## config.mk

```make
export PLATFORM = sky130hd
export DESIGN_NAME = bright_pixel_auto_exposure_core_flat
export DESIGN_NICKNAME = d
export VERILOG_FILES = /design/src/rtl/bpae_pkg.sv /design/src/rtl/bpae_if.sv /design/src/rtl/bright_pixel_auto_exposure_core.sv /design/src/flat_wrapper.sv
export SDC_FILE = /design/constraint.sdc
export NUM_CORES = 2
export LEC_CHECK = 0
export BUFFER_PORTS_ARGS = -buffer_cell sky130_fd_sc_hd__buf_2
export CELL_PAD_IN_SITES_DETAIL_PLACEMENT = 0
export CELL_PAD_IN_SITES_GLOBAL_PLACEMENT = 1
export CORE_ASPECT_RATIO = 0.8
export CORE_MARGIN = 4
export CORE_UTILIZATION = 55
export DETAILED_ROUTE_END_ITERATION = 16
export GPL_ROUTABILITY_DRIVEN = 1
export PLACE_DENSITY = 0.95
export SYNTH_ARGS = -nofsm -noshare
export SYNTH_HDL_FRONTEND = slang
export SYNTH_SLANG_ARGS = --single-unit
```

## constraint.sdc

```tcl
create_clock -name i_clk -period 16.8 [get_ports i_clk]
set_input_delay 1.68 -clock i_clk [delete_from_list [all_inputs] [get_ports i_clk]]
set_output_delay 1.68 -clock i_clk [all_outputs]
set_load 0.1 [all_outputs]
```

## src/rtl/bpae_pkg.sv

```systemverilog
// Shared types and constants for the bright-pixel auto exposure core.
// No dependencies; every other file in rtl/ imports this package.
package bpae_pkg;

    localparam int PIX_W      = 8;
    localparam int CNT_W      = 23;
    localparam int BP_W       = 14;
    localparam int EXPO_W     = 7;
    localparam int PROD_W     = CNT_W + BP_W;
    localparam int APB_ADDR_W = 4;
    localparam int APB_DATA_W = 32;

    localparam logic [CNT_W-1:0]  MAX_PIXELS  = CNT_W'(4194304);
    localparam logic [BP_W-1:0]   BP_SCALE    = BP_W'(10000);
    localparam logic [EXPO_W-1:0] EXPO_MAX    = EXPO_W'(100);
    localparam logic [EXPO_W-1:0] EXPO_RESET  = EXPO_W'(10);

    localparam logic [PIX_W-1:0] BRIGHT_LEVEL_RESET = PIX_W'(200);
    localparam logic [BP_W-1:0]  LOW_FRAC_RESET     = BP_W'(5);
    localparam logic [BP_W-1:0]  HIGH_FRAC_RESET    = BP_W'(500);

    typedef enum logic [1:0] {
        REG_BRIGHT_LEVEL = 2'd0,
        REG_LOW_FRAC     = 2'd1,
        REG_HIGH_FRAC    = 2'd2
    } t_reg_idx;

    typedef struct packed {
        logic [EXPO_W-1:0] exposure_level;
        logic              lowered;
        logic              raised;
        logic [CNT_W-1:0]  bright_pixels;
    } t_result;

endpackage

```

## src/rtl/bpae_if.sv

```systemverilog
// Stream channels of the auto exposure core: pixel in, exposure result out.
// Depends on bpae_pkg for field widths.
interface bpae_pix_if;
    import bpae_pkg::*;
    logic             valid;
    logic             ready;
    logic [PIX_W-1:0] blue;
    logic [PIX_W-1:0] green;
    logic [PIX_W-1:0] red;
    logic             frame_end;

    modport source (output valid, blue, green, red, frame_end, input ready);
    modport sink   (input valid, blue, green, red, frame_end, output ready);
endinterface

interface bpae_res_if;
    import bpae_pkg::*;
    logic              valid;
    logic              ready;
    logic [EXPO_W-1:0] exposure_level;
    logic              lowered;
    logic              raised;
    logic [CNT_W-1:0]  bright_pixels;

    modport source (output valid, exposure_level, lowered, raised, bright_pixels,
                    input ready);
    modport sink   (input valid, exposure_level, lowered, raised, bright_pixels,
                    output ready);
endinterface

```

## src/rtl/bright_pixel_auto_exposure_core.sv

```systemverilog
// Bright-pixel auto exposure core: frame statistics and exposure stepping.
// Depends on bpae_pkg and the channel interfaces in bpae_if.sv.
// Throughput: one pixel per cycle while no frame end waits for room in the snapshot stage.
// Pixels without frame_end retire in the input stage. A frame-end pixel passes the input
// register, count snapshot and products; compare and exposure step load the output register.
// Reset (synchronous, active low) clears the counters and restores registers and exposure 10.
module bright_pixel_auto_exposure_core (
    input  logic                              i_clk,
    input  logic                              i_rst_n,
    bpae_pix_if.sink                          i_pix,
    bpae_res_if.source                        o_res,
    input  logic                              psel,
    input  logic                              penable,
    input  logic                              pwrite,
    input  logic [bpae_pkg::APB_ADDR_W-1:0]   paddr,
    input  logic [bpae_pkg::APB_DATA_W-1:0]   pwdata,
    output logic [bpae_pkg::APB_DATA_W-1:0]   prdata,
    output logic                              pready
);
    import bpae_pkg::*;

    // Configuration registers
    logic [PIX_W-1:0] r_bright_level;
    logic [BP_W-1:0]  r_low_frac;
    logic [BP_W-1:0]  r_high_frac;
    logic             apb_wr;
    t_reg_idx         reg_idx;

    // Stage A: input register and running counters
    logic             r_a_valid;
    logic [PIX_W-1:0] r_a_blue;
    logic [PIX_W-1:0] r_a_green;
    logic [PIX_W-1:0] r_a_red;
    logic             r_a_frame_end;
    logic [CNT_W-1:0] r_pix_cnt;
    logic [CNT_W-1:0] r_bright_cnt;
    logic [PIX_W-1:0] pix_max;
    logic             is_bright;
    logic [CNT_W-1:0] n_pix_cnt;
    logic [CNT_W-1:0] n_bright_cnt;
    logic             a_retire;

    // Stage B: frame snapshot
    logic             r_b_valid;
    logic [CNT_W-1:0] r_b_pix;
    logic [CNT_W-1:0] r_b_bright;
    logic             ready_b;

    // Stage C: products
    logic              r_c_valid;
    logic [PROD_W-1:0] r_c_scaled;
    logic [PROD_W-1:0] r_c_hi;
    logic [PROD_W-1:0] r_c_lo;
    logic [CNT_W-1:0]  r_c_bright;
    logic              ready_c;

    // Output stage
    logic              r_o_valid;
    t_result           r_o;
    logic              ready_o;
    logic [EXPO_W-1:0] r_expo;
    logic [EXPO_W-1:0] n_expo;
    logic [EXPO_W-1:0] expo_dn;
    logic              lower;
    logic              raise;
    logic              c_retire;

    // ---------------- configuration port ----------------
    assign pready  = 1'b1;
    assign apb_wr  = psel && penable && pwrite;
    assign reg_idx = t_reg_idx'(paddr[3:2]);

    always_comb begin
        unique case (reg_idx)
            REG_BRIGHT_LEVEL: prdata = APB_DATA_W'(r_bright_level);
            REG_LOW_FRAC:     prdata = APB_DATA_W'(r_low_frac);
            REG_HIGH_FRAC:    prdata = APB_DATA_W'(r_high_frac);
            default:          prdata = '0;
        endcase
    end

    always_ff @(posedge i_clk) begin
        if (!i_rst_n) begin
            r_bright_level <= BRIGHT_LEVEL_RESET;
            r_low_frac     <= LOW_FRAC_RESET;
            r_high_frac    <= HIGH_FRAC_RESET;
        end else if (apb_wr) begin
            unique case (reg_idx)
                REG_BRIGHT_LEVEL: r_bright_level <= pwdata[PIX_W-1:0];
                REG_LOW_FRAC:     r_low_frac     <= pwdata[BP_W-1:0];
                REG_HIGH_FRAC:    r_high_frac    <= pwdata[BP_W-1:0];
                default: ;
            endcase
        end
    end

    // ---------------- backpressure chain ----------------
    assign ready_o  = !r_o_valid || o_res.ready;
    assign ready_c  = !r_c_valid || ready_o;
    assign ready_b  = !r_b_valid || ready_c;
    // a plain pixel always retires; a frame end waits for room in the snapshot stage
    assign a_retire = r_a_valid && (!r_a_frame_end || ready_b);
    assign i_pix.ready = !r_a_valid || a_retire;
    assign c_retire = r_c_valid && ready_o;

    // ---------------- stage A ----------------
    always_comb begin
        pix_max = r_a_blue;
        if (r_a_green > pix_max) pix_max = r_a_green;
        if (r_a_red > pix_max) pix_max = r_a_red;
        is_bright = pix_max > r_bright_level;
        n_pix_cnt = (r_pix_cnt < MAX_PIXELS) ? r_pix_cnt + 1'b1 : MAX_PIXELS;
        n_bright_cnt = r_bright_cnt;
        if (is_bright && r_bright_cnt < MAX_PIXELS) n_bright_cnt = r_bright_cnt + 1'b1;
    end

    always_ff @(posedge i_clk) begin
        if (!i_rst_n) begin
            r_a_valid    <= 1'b0;
            r_pix_cnt    <= '0;
            r_bright_cnt <= '0;
        end else begin
            if (i_pix.valid && i_pix.ready) r_a_valid <= 1'b1;
            else if (a_retire)              r_a_valid <= 1'b0;
            if (a_retire) begin
                // clear on the closing pixel, its counts move to the snapshot
                r_pix_cnt    <= r_a_frame_end ? '0 : n_pix_cnt;
                r_bright_cnt <= r_a_frame_end ? '0 : n_bright_cnt;
            end
        end
    end

    always_ff @(posedge i_clk) begin
        if (i_pix.valid && i_pix.ready) begin
            r_a_blue      <= i_pix.blue;
            r_a_green     <= i_pix.green;
            r_a_red       <= i_pix.red;
            r_a_frame_end <= i_pix.frame_end;
        end
    end

    // ---------------- stage B ----------------
    always_ff @(posedge i_clk) begin
        if (!i_rst_n) begin
            r_b_valid <= 1'b0;
        end else if (ready_b) begin
            r_b_valid <= a_retire && r_a_frame_end;
        end
    end

    always_ff @(posedge i_clk) begin
        if (ready_b && a_retire && r_a_frame_end) begin
            r_b_pix    <= n_pix_cnt;
            r_b_bright <= n_bright_cnt;
        end
    end

    // ---------------- stage C: cross products ----------------
    always_ff @(posedge i_clk) begin
        if (!i_rst_n) begin
            r_c_valid <= 1'b0;
        end else if (ready_c) begin
            r_c_valid <= r_b_valid;
        end
    end

    always_ff @(posedge i_clk) begin
        if (ready_c && r_b_valid) begin
            r_c_scaled <= PROD_W'(r_b_bright) * PROD_W'(BP_SCALE);
            r_c_hi     <= PROD_W'(r_b_pix) * PROD_W'(r_high_frac);
            r_c_lo     <= PROD_W'(r_b_pix) * PROD_W'(r_low_frac);
            r_c_bright <= r_b_bright;
        end
    end

    // ---------------- compare and exposure step ----------------
    always_comb begin
        lower   = r_c_scaled > r_c_hi;
        raise   = r_c_scaled < r_c_lo;
        expo_dn = r_expo;
        if (lower) expo_dn = (r_expo > EXPO_W'(1)) ? r_expo - 1'b1 : '0;
        n_expo = expo_dn;
        if (raise) n_expo = (expo_dn < EXPO_MAX) ? expo_dn + 1'b1 : EXPO_MAX;
    end

    always_ff @(posedge i_clk) begin
        if (!i_rst_n) begin
            r_o_valid <= 1'b0;
            r_expo    <= EXPO_RESET;
        end else begin
            if (c_retire)          r_o_valid <= 1'b1;
            else if (o_res.ready)  r_o_valid <= 1'b0;
            if (c_retire)          r_expo    <= n_expo;
        end
    end

    always_ff @(posedge i_clk) begin
        if (c_retire) begin
            r_o.exposure_level <= n_expo;
            r_o.lowered        <= lower;
            r_o.raised         <= raise;
            r_o.bright_pixels  <= r_c_bright;
        end
    end

    assign o_res.valid          = r_o_valid;
    assign o_res.exposure_level = r_o.exposure_level;
    assign o_res.lowered        = r_o.lowered;
    assign o_res.raised         = r_o.raised;
    assign o_res.bright_pixels  = r_o.bright_pixels;

    // ---------------- assertions ----------------
    a_expo_range: assert property (@(posedge i_clk) disable iff (!i_rst_n)
        r_expo <= EXPO_MAX)
        else $error("exposure out of range");

    a_bright_le_pix: assert property (@(posedge i_clk) disable iff (!i_rst_n)
        r_bright_cnt <= r_pix_cnt)
        else $error("bright count exceeds pixel count");

    a_pix_sat: assert property (@(posedge i_clk) disable iff (!i_rst_n)
        r_pix_cnt <= MAX_PIXELS)
        else $error("pixel count beyond saturation");

    a_stall_cause: assert property (@(posedge i_clk) disable iff (!i_rst_n)
        !i_pix.ready |-> (r_a_valid && r_a_frame_end && r_b_valid))
        else $error("input stalled without a pending frame end");

    a_result_load: assert property (@(posedge i_clk) disable iff (!i_rst_n)
        c_retire |=> (r_o_valid && r_o.exposure_level == r_expo))
        else $error("result not loaded with updated exposure");

endmodule

```

## src/flat_wrapper.sv

```systemverilog
// flat-port wrapper written by rule: the top's interface ports become plain ports
module bright_pixel_auto_exposure_core_flat import bpae_pkg::*;
  (i_clk, i_rst_n, psel, penable, pwrite, paddr, pwdata, prdata, pready, i_pix_valid, i_pix_blue, i_pix_green, i_pix_red, i_pix_frame_end, i_pix_ready, o_res_valid, o_res_exposure_level, o_res_lowered, o_res_raised, o_res_bright_pixels, o_res_ready);
  bpae_pix_if i_pix_i ();
  bpae_res_if o_res_i ();
  input  logic i_clk;
  input  logic i_rst_n;
  input  logic psel;
  input  logic penable;
  input  logic pwrite;
  input  logic [bpae_pkg::APB_ADDR_W-1:0] paddr;
  input  logic [bpae_pkg::APB_DATA_W-1:0] pwdata;
  output logic [bpae_pkg::APB_DATA_W-1:0] prdata;
  output logic pready;
  input wire logic [$bits(i_pix_i.valid)-1:0] i_pix_valid;
  input wire logic [$bits(i_pix_i.blue)-1:0] i_pix_blue;
  input wire logic [$bits(i_pix_i.green)-1:0] i_pix_green;
  input wire logic [$bits(i_pix_i.red)-1:0] i_pix_red;
  input wire logic [$bits(i_pix_i.frame_end)-1:0] i_pix_frame_end;
  output wire logic [$bits(i_pix_i.ready)-1:0] i_pix_ready;
  output wire logic [$bits(o_res_i.valid)-1:0] o_res_valid;
  output wire logic [$bits(o_res_i.exposure_level)-1:0] o_res_exposure_level;
  output wire logic [$bits(o_res_i.lowered)-1:0] o_res_lowered;
  output wire logic [$bits(o_res_i.raised)-1:0] o_res_raised;
  output wire logic [$bits(o_res_i.bright_pixels)-1:0] o_res_bright_pixels;
  input wire logic [$bits(o_res_i.ready)-1:0] o_res_ready;
  assign i_pix_i.valid = i_pix_valid;
  assign i_pix_i.blue = i_pix_blue;
  assign i_pix_i.green = i_pix_green;
  assign i_pix_i.red = i_pix_red;
  assign i_pix_i.frame_end = i_pix_frame_end;
  assign i_pix_ready = i_pix_i.ready;
  assign o_res_valid = o_res_i.valid;
  assign o_res_exposure_level = o_res_i.exposure_level;
  assign o_res_lowered = o_res_i.lowered;
  assign o_res_raised = o_res_i.raised;
  assign o_res_bright_pixels = o_res_i.bright_pixels;
  assign o_res_i.ready = o_res_ready;
  bright_pixel_auto_exposure_core u_core (.i_clk(i_clk), .i_rst_n(i_rst_n), .i_pix(i_pix_i), .o_res(o_res_i), .psel(psel), .penable(penable), .pwrite(pwrite), .paddr(paddr), .pwdata(pwdata), .prdata(prdata), .pready(pready));
endmodule
```

Word-level counts from Yosys, hierarchy flattened
Cells that the tools add are included.
{"block": "word_totals", "register_bits": 326, "input_bits": 68, "output_inout_bits": 67, "elab_cells": 83}
{"block": "classes", "add_sub_neg": 4, "mul": 3, "order_cmp": 9, "n_eq_ne": 2, "n_mux": 15, "reduce_logical": 26}
{"op": "2-to-1 mux 23 bit", "n": 4}
{"op": "multiplier 23 x 14 -> 37 bit", "n": 2}
{"op": "adder 23 x 1 -> 23 bit, second input constant", "n": 2}
{"op": "< comparator 23 bit, second input constant", "n": 2}
{"op": "case mux 14 bit (3 select lines)", "n": 1}
{"op": "greater-than comparator 37 bit", "n": 1}
{"op": "< comparator 37 bit", "n": 1}
{"op": "multiplier 23 x 10 -> 33 bit, second input constant", "n": 1}
{"op": "2-to-1 mux 7 bit", "n": 4}
{"op": "greater-than comparator 8 bit", "n": 3}
{"op": "2-to-1 mux 8 bit", "n": 2}
{"op": "logical AND 1 bit", "n": 10}
{"op": "adder 7 x 1 -> 7 bit, second input constant", "n": 1}
{"op": "greater-than comparator 7 x 1 -> 1 bit, second input constant", "n": 1}
{"op": "< comparator 7 bit, second input constant", "n": 1}
{"op": "subtractor 7 x 1 -> 7 bit, second input constant", "n": 1}
{"op": "AND reduction 2 bit", "n": 3}
{"op": "zero test 1 bit", "n": 5}
{"op": "logical OR 1 bit", "n": 5}
{"op": "2-to-1 mux 1 bit", "n": 4}
{"op": "nonzero test 2 bit", "n": 2}
{"op": "equality test 2 x 1 -> 1 bit, second input constant", "n": 1}
{"op": "equality test 2 bit, second input constant", "n": 1}
{"op": "zero test 2 bit", "n": 1}

Logic depth before layout (Yosys ltp)
{"block": "logic_depth", "ltp_word": 9, "ltp_mapped": 28, "mapped_depth_nobuf": 27}

Least setup slack after synthesis
No wires, ideal clock.
{"block": "synth_path", "kind": "input to register", "startpoint": "in o_res_ready", "endpoint": "reg u_core.r_c_bright[0], enable pin", "setup_ns": 0.627, "arrival_time_ns": 7.500, "t_required_ns": 16.173, "path_slack_ns": 8.672, "stages": 3, "path_buffers": 0, "path_cell_list": "nor2b_1 -> and2_1 -> nor2b_1"}
{"block": "synth_between", "elab_chain_cells": 3}
{"item": "start, declared", "line_no": "flat_wrapper.sv:26", "source": "input wire logic [$bits(o_res_i.ready)-1:0] o_res_ready;"}
{"item": "logical OR 1 bit", "line_no": "bright_pixel_auto_exposure_core.sv:98", "source": "assign ready_o = !r_o_valid || o_res.ready;"}
{"item": "logical OR 1 bit", "line_no": "bright_pixel_auto_exposure_core.sv:99", "source": "assign ready_c = !r_c_valid || ready_o;"}
{"item": "logical AND 1 bit", "line_no": "bright_pixel_auto_exposure_core.sv:168", "source": "if (ready_c && r_b_valid) begin"}
{"item": "end signal, assigned", "line_no": "bright_pixel_auto_exposure_core.sv:172", "source": "r_c_bright <= r_b_bright;"}
{"item": "end, declared", "line_no": "bright_pixel_auto_exposure_core.sv:54", "source": "logic [CNT_W-1:0] r_c_bright;"}
Every way passes these cells.
A chain may end at the register's enable or synchronous reset.

Worst setup path in the final report
{"block": "layout_path", "startpoint": "reg u_core.r_high_frac[6]", "endpoint": "reg u_core.r_c_hi[33] (data pin)"}
{"block": "layout_between", "elab_chain_cells": 1}
{"item": "start, declared", "line_no": "bright_pixel_auto_exposure_core.sv:25", "source": "logic [BP_W-1:0] r_high_frac;"}
{"item": "start signal, assigned", "line_no": "bright_pixel_auto_exposure_core.sv:91", "source": "REG_HIGH_FRAC: r_high_frac <= pwdata[BP_W-1:0];"}
{"item": "multiplier 23 x 14 -> 37 bit", "line_no": "bright_pixel_auto_exposure_core.sv:170", "source": "r_c_hi <= PROD_W'(r_b_pix) * PROD_W'(r_high_frac);"}
{"item": "end signal, assigned", "line_no": "bright_pixel_auto_exposure_core.sv:170"}
{"item": "end, declared", "line_no": "bright_pixel_auto_exposure_core.sv:52", "source": "logic [PROD_W-1:0] r_c_hi;"}
Every way passes these cells.

==> results.tsv <==
stage	metric	value	unit
status	status	finished clean	
floorplanning	floorplan row count	86	
layout	share of post-route cells with drive strength above 1	0.0591	
yosys	EDFF count, synth	229	
yosys	sequential element share of the synthesized area	0.227	
detailed_routing	1st-iter DRT viols	1961	
yosys	largest cells by area after synthesis	fa_1 29%, edfxtp_1 18%, ha_1 13%	
run	Max Cap Viol	0	
yosys	FFs w/ async S/R, synth	0	
global_route	initial antenna violation count	0	
clock_network	CTS Sinks	322	
pwr	pwr/cell area	52.2	nW/um2
sta	Setup Skew	0.0413	ns
placed_design	dpl ws	9.32	ns
floorplanning	core area	69200	um2
floorplanning	die footprint	74400	um2
clock_network	clk buf depth	3	
floorplanning	initial core utilization	0.557	
yosys	synthesized area	38500	um2
layout	layout filler cell count	5941	
clock_network	Setup Buffers After CTS	0	
clock_network	CTS buffer count	38	
yosys	share of the synthesized area in the top cell type	0.288	
yosys	most common cell in the synthesized netlist	inv_1	
clock_network	Resized cells post-CTS	0	
worst_setup_path	Setup crit start kind	flop	
sta	RSZ-0062 raised after global routing	no	
pwr	Pleak	19.8	nW
global_route	largest net degree at the start of global routing	80	
worst_setup_path	CP Capture Type	flop	
floorplanning	IO Count	135	
detailed_routing	DRC	0	
sta	Rel. slew slack	0.219	
clock_network	Root Driver	clkbuf_16	
detailed_routing	DR vias	27500	
placed_design	placed insts	4881	
detailed_routing	wire per inst	18.0	um
pwr	Max IR drop VDD	74.0	uV
clock_network	CTS hold repair buffers	0	
sta	Final WS setup	9.17	ns
floorplanning	Die Height	245	um
placed_design	final RePlAce weighted congestion	0.864	
worst_setup_path	Worst EP arrival	8.02	ns
yosys	cell taking the most area after synthesis	fa_1	
sta	total negative slack	0	ns
layout	area delta synth->final	6.64	%
clock_network	CTS H-tree depth	2	
yosys	#FFs+latches synth	322	
clock_network	TritonCTS clock tree	yes	
sta	Tcrit/Tclk final	0.454	
yosys	top post-synthesis cells by count	728 x inv_1, 554 x fa_1, 501 x nand2_1	
yosys	Main synth FF type	edfxtp_1	
sta	Max Slew Vio Count	0	
sta	Fmax achieved	131	MHz
sta	final setup vio count	0	
layout	footprint of the multi-input gates	26400	um2
layout	non-filler cells, final	4950	
detailed_routing	drt total wl	89100	um
global_route	first-pass GRT wire length	148000	um
clock_network	worst-skew pair later-pin latency	0.57	ns
floorplanning	die extent in x	304	um
layout	Nets	5007	
detailed_routing	vias per inst	5.55	
worst_setup_path	crit path kind	reg2reg	
yosys	post-synthesis cell count	3978	
worst_setup_path	Worst Path Required	17.18	ns
detailed_routing	total iterations of the first detailed-routing run	6	
yosys	syn_area_per_cell	9.69	um2
layout	Ant. Diodes	0	
worst_setup_path	Crit Path Max Fanout	25	
min_path	Worst Hold Class	reg2reg	
sta	final hold vios	0	
clock_network	Reg clk slew, reported paths	0.07	ns
global_route	vias in the first global route	28600	
layout	Storage cell area	8740	um2
detailed_routing	Post-DRT Antenna Nets	0	
yosys	Yosys Warn Count	0	
yosys	synth unique cells	81	
sta	Worst-Margin Slew	1.17	ns
placed_design	PortBufs	95	
global_route	GRT overflow	0	
global_route	Total GRT Usage	0.247	
placed_design	hpwl dp	66600	um
sta	min Tclk post-route	7.63	ns
-- final cells by class --
type	count	share of cell area
clock buffer	45	0.0248
clock inverter	24	0.00493
inverter	729	0.0666
multi-input combinational	2756	0.641
sequential	322	0.213
tap	924	0.0281
timing repair buffer	150	0.0216
-- placed cells by master, fill, tap and decap left out, types with 13 or more instances in the layout --
| cell type | n |
|---|---|
| nand2_1 | 501 |
| o21a_1 | 24 |
| clkbuf_16 | 39 |
| buf_4 | 55 |
| nand3_1 | 54 |
| a21oi_1 | 123 |
| xor2_1 | 46 |
| a31oi_1 | 16 |
| o211ai_1 | 13 |
| nor3_1 | 27 |
| xnor2_1 | 86 |
| inv_1 | 727 |
| and2_1 | 304 |
| dfxtp_1 | 93 |
| or3_1 | 27 |
| conb_1 | 19 |
| nor2b_1 | 48 |
| o21ai_0 | 85 |
| a21o_1 | 48 |
| nor2_1 | 93 |
| and3_1 | 21 |
| mux2i_1 | 20 |
| ha_1 | 388 |
| a21boi_0 | 42 |
| a22oi_1 | 27 |
| nand4_1 | 22 |
| o21bai_1 | 18 |
| nand2b_1 | 17 |
| buf_2 | 95 |
| edfxtp_1 | 229 |
| fa_1 | 554 |
-- layer usage --
metal | track usage | routed length, um | up-vias
met5 | 0 | 0 | -
met1 | 0.344 | 38500 | 13700
met2 | 0.395 | 40100 | 959
li1 | - | - | 12700
met4 | 0.0918 | 3730 | 0
met3 | 0.0408 | 6770 | 172
-- critical path: stages (launching register included) --
cell	delay, ns
dfxtp_1	1.08
nand2_1	0.21
fa_1	0.58
inv_1	0.06
fa_1	0.42
fa_1	0.49
inv_1	0.05
fa_1	0.55
fa_1	0.44
fa_1	0.49
inv_1	0.04
ha_1	0.34
a2111oi_0	0.70
o221ai_1	0.23
a221oi_1	0.46
a21oi_1	0.23
a31oi_1	0.45
mux2_2	0.39
a221oi_1	0.22
-- state kept, by name, indices dropped and copies added (netlist names), 14 cells and up --
| name | cells |
|---|---|
| u_core.r_c_hi | 37 |
| u_core.r_c_lo | 37 |
| u_core.r_c_scaled | 29 |
| u_core.o_res.bright_pixels | 23 |
| u_core.r_b_bright | 23 |
| u_core.r_b_pix | 23 |
| u_core.r_bright_cnt | 23 |
| u_core.r_c_bright | 23 |
| u_core.r_pix_cnt | 23 |
| u_core.r_high_frac | 14 |
| u_core.r_low_frac | 14 |
-- path summary, 6_finish.rpt --
check,start,to,slack (ns),cells after the start
min reg2reg,u_core.r_c_bright[12]$_DFFE_PP_,u_core.o_res.bright_pixels[12]$_DFFE_PP_,0.41,0
min,u_core.r_c_bright[12]$_DFFE_PP_,u_core.o_res.bright_pixels[12]$_DFFE_PP_,0.41,0
max,u_core.r_high_frac[6]$_SDFFE_PN1P_,u_core.r_c_hi[33]$_DFFE_PP_,9.17,18
max reg2reg,u_core.r_high_frac[6]$_SDFFE_PN1P_,u_core.r_c_hi[33]$_DFFE_PP_,9.17,18
-- logic make-up (layout without fill, tap and decap cells) --
kind of cell	after synthesis	in the layout	share of synthesized area
simple gates	1148	1148	0.146
fa+ha+maj	942	942	0.414
buf+inv	917	948	0.0914
compound gates	491	491	0.0853
flops	322	322	0.227
xor+xnor	132	132	0.0300
mux	24	24	0.00636
other cells	2	19	0.000195
-- through the flow --
stage / cell area, um2 / power [mW] / hold slack [ns] / util
after floorplan: 38600 / 1.24 / 0.400 / -
after global placement: 39900 / 1.32 / 0.402 / 0.576
after detailed placement: 39900 / 1.34 / 0.405 / 0.576
after CTS: 41100 / 2.17 / 0.411 / 0.594
after global routing: 41100 / 2.26 / 0.425 / 0.594
final: 41100 / 2.14 / 0.412 / 0.594
-- report_power, final --
part / internal [mW] / leakage [nW] / switching, mW
Clock: 0.469 / 0.592 / 0.354
Combinational: 0.161 / 16.3 / 0.262
Sequential: 0.880 / 2.94 / 0.0181
Total: 1.51 / 19.8 / 0.634
No activity file was read; power rests on OpenSTA's default activity.
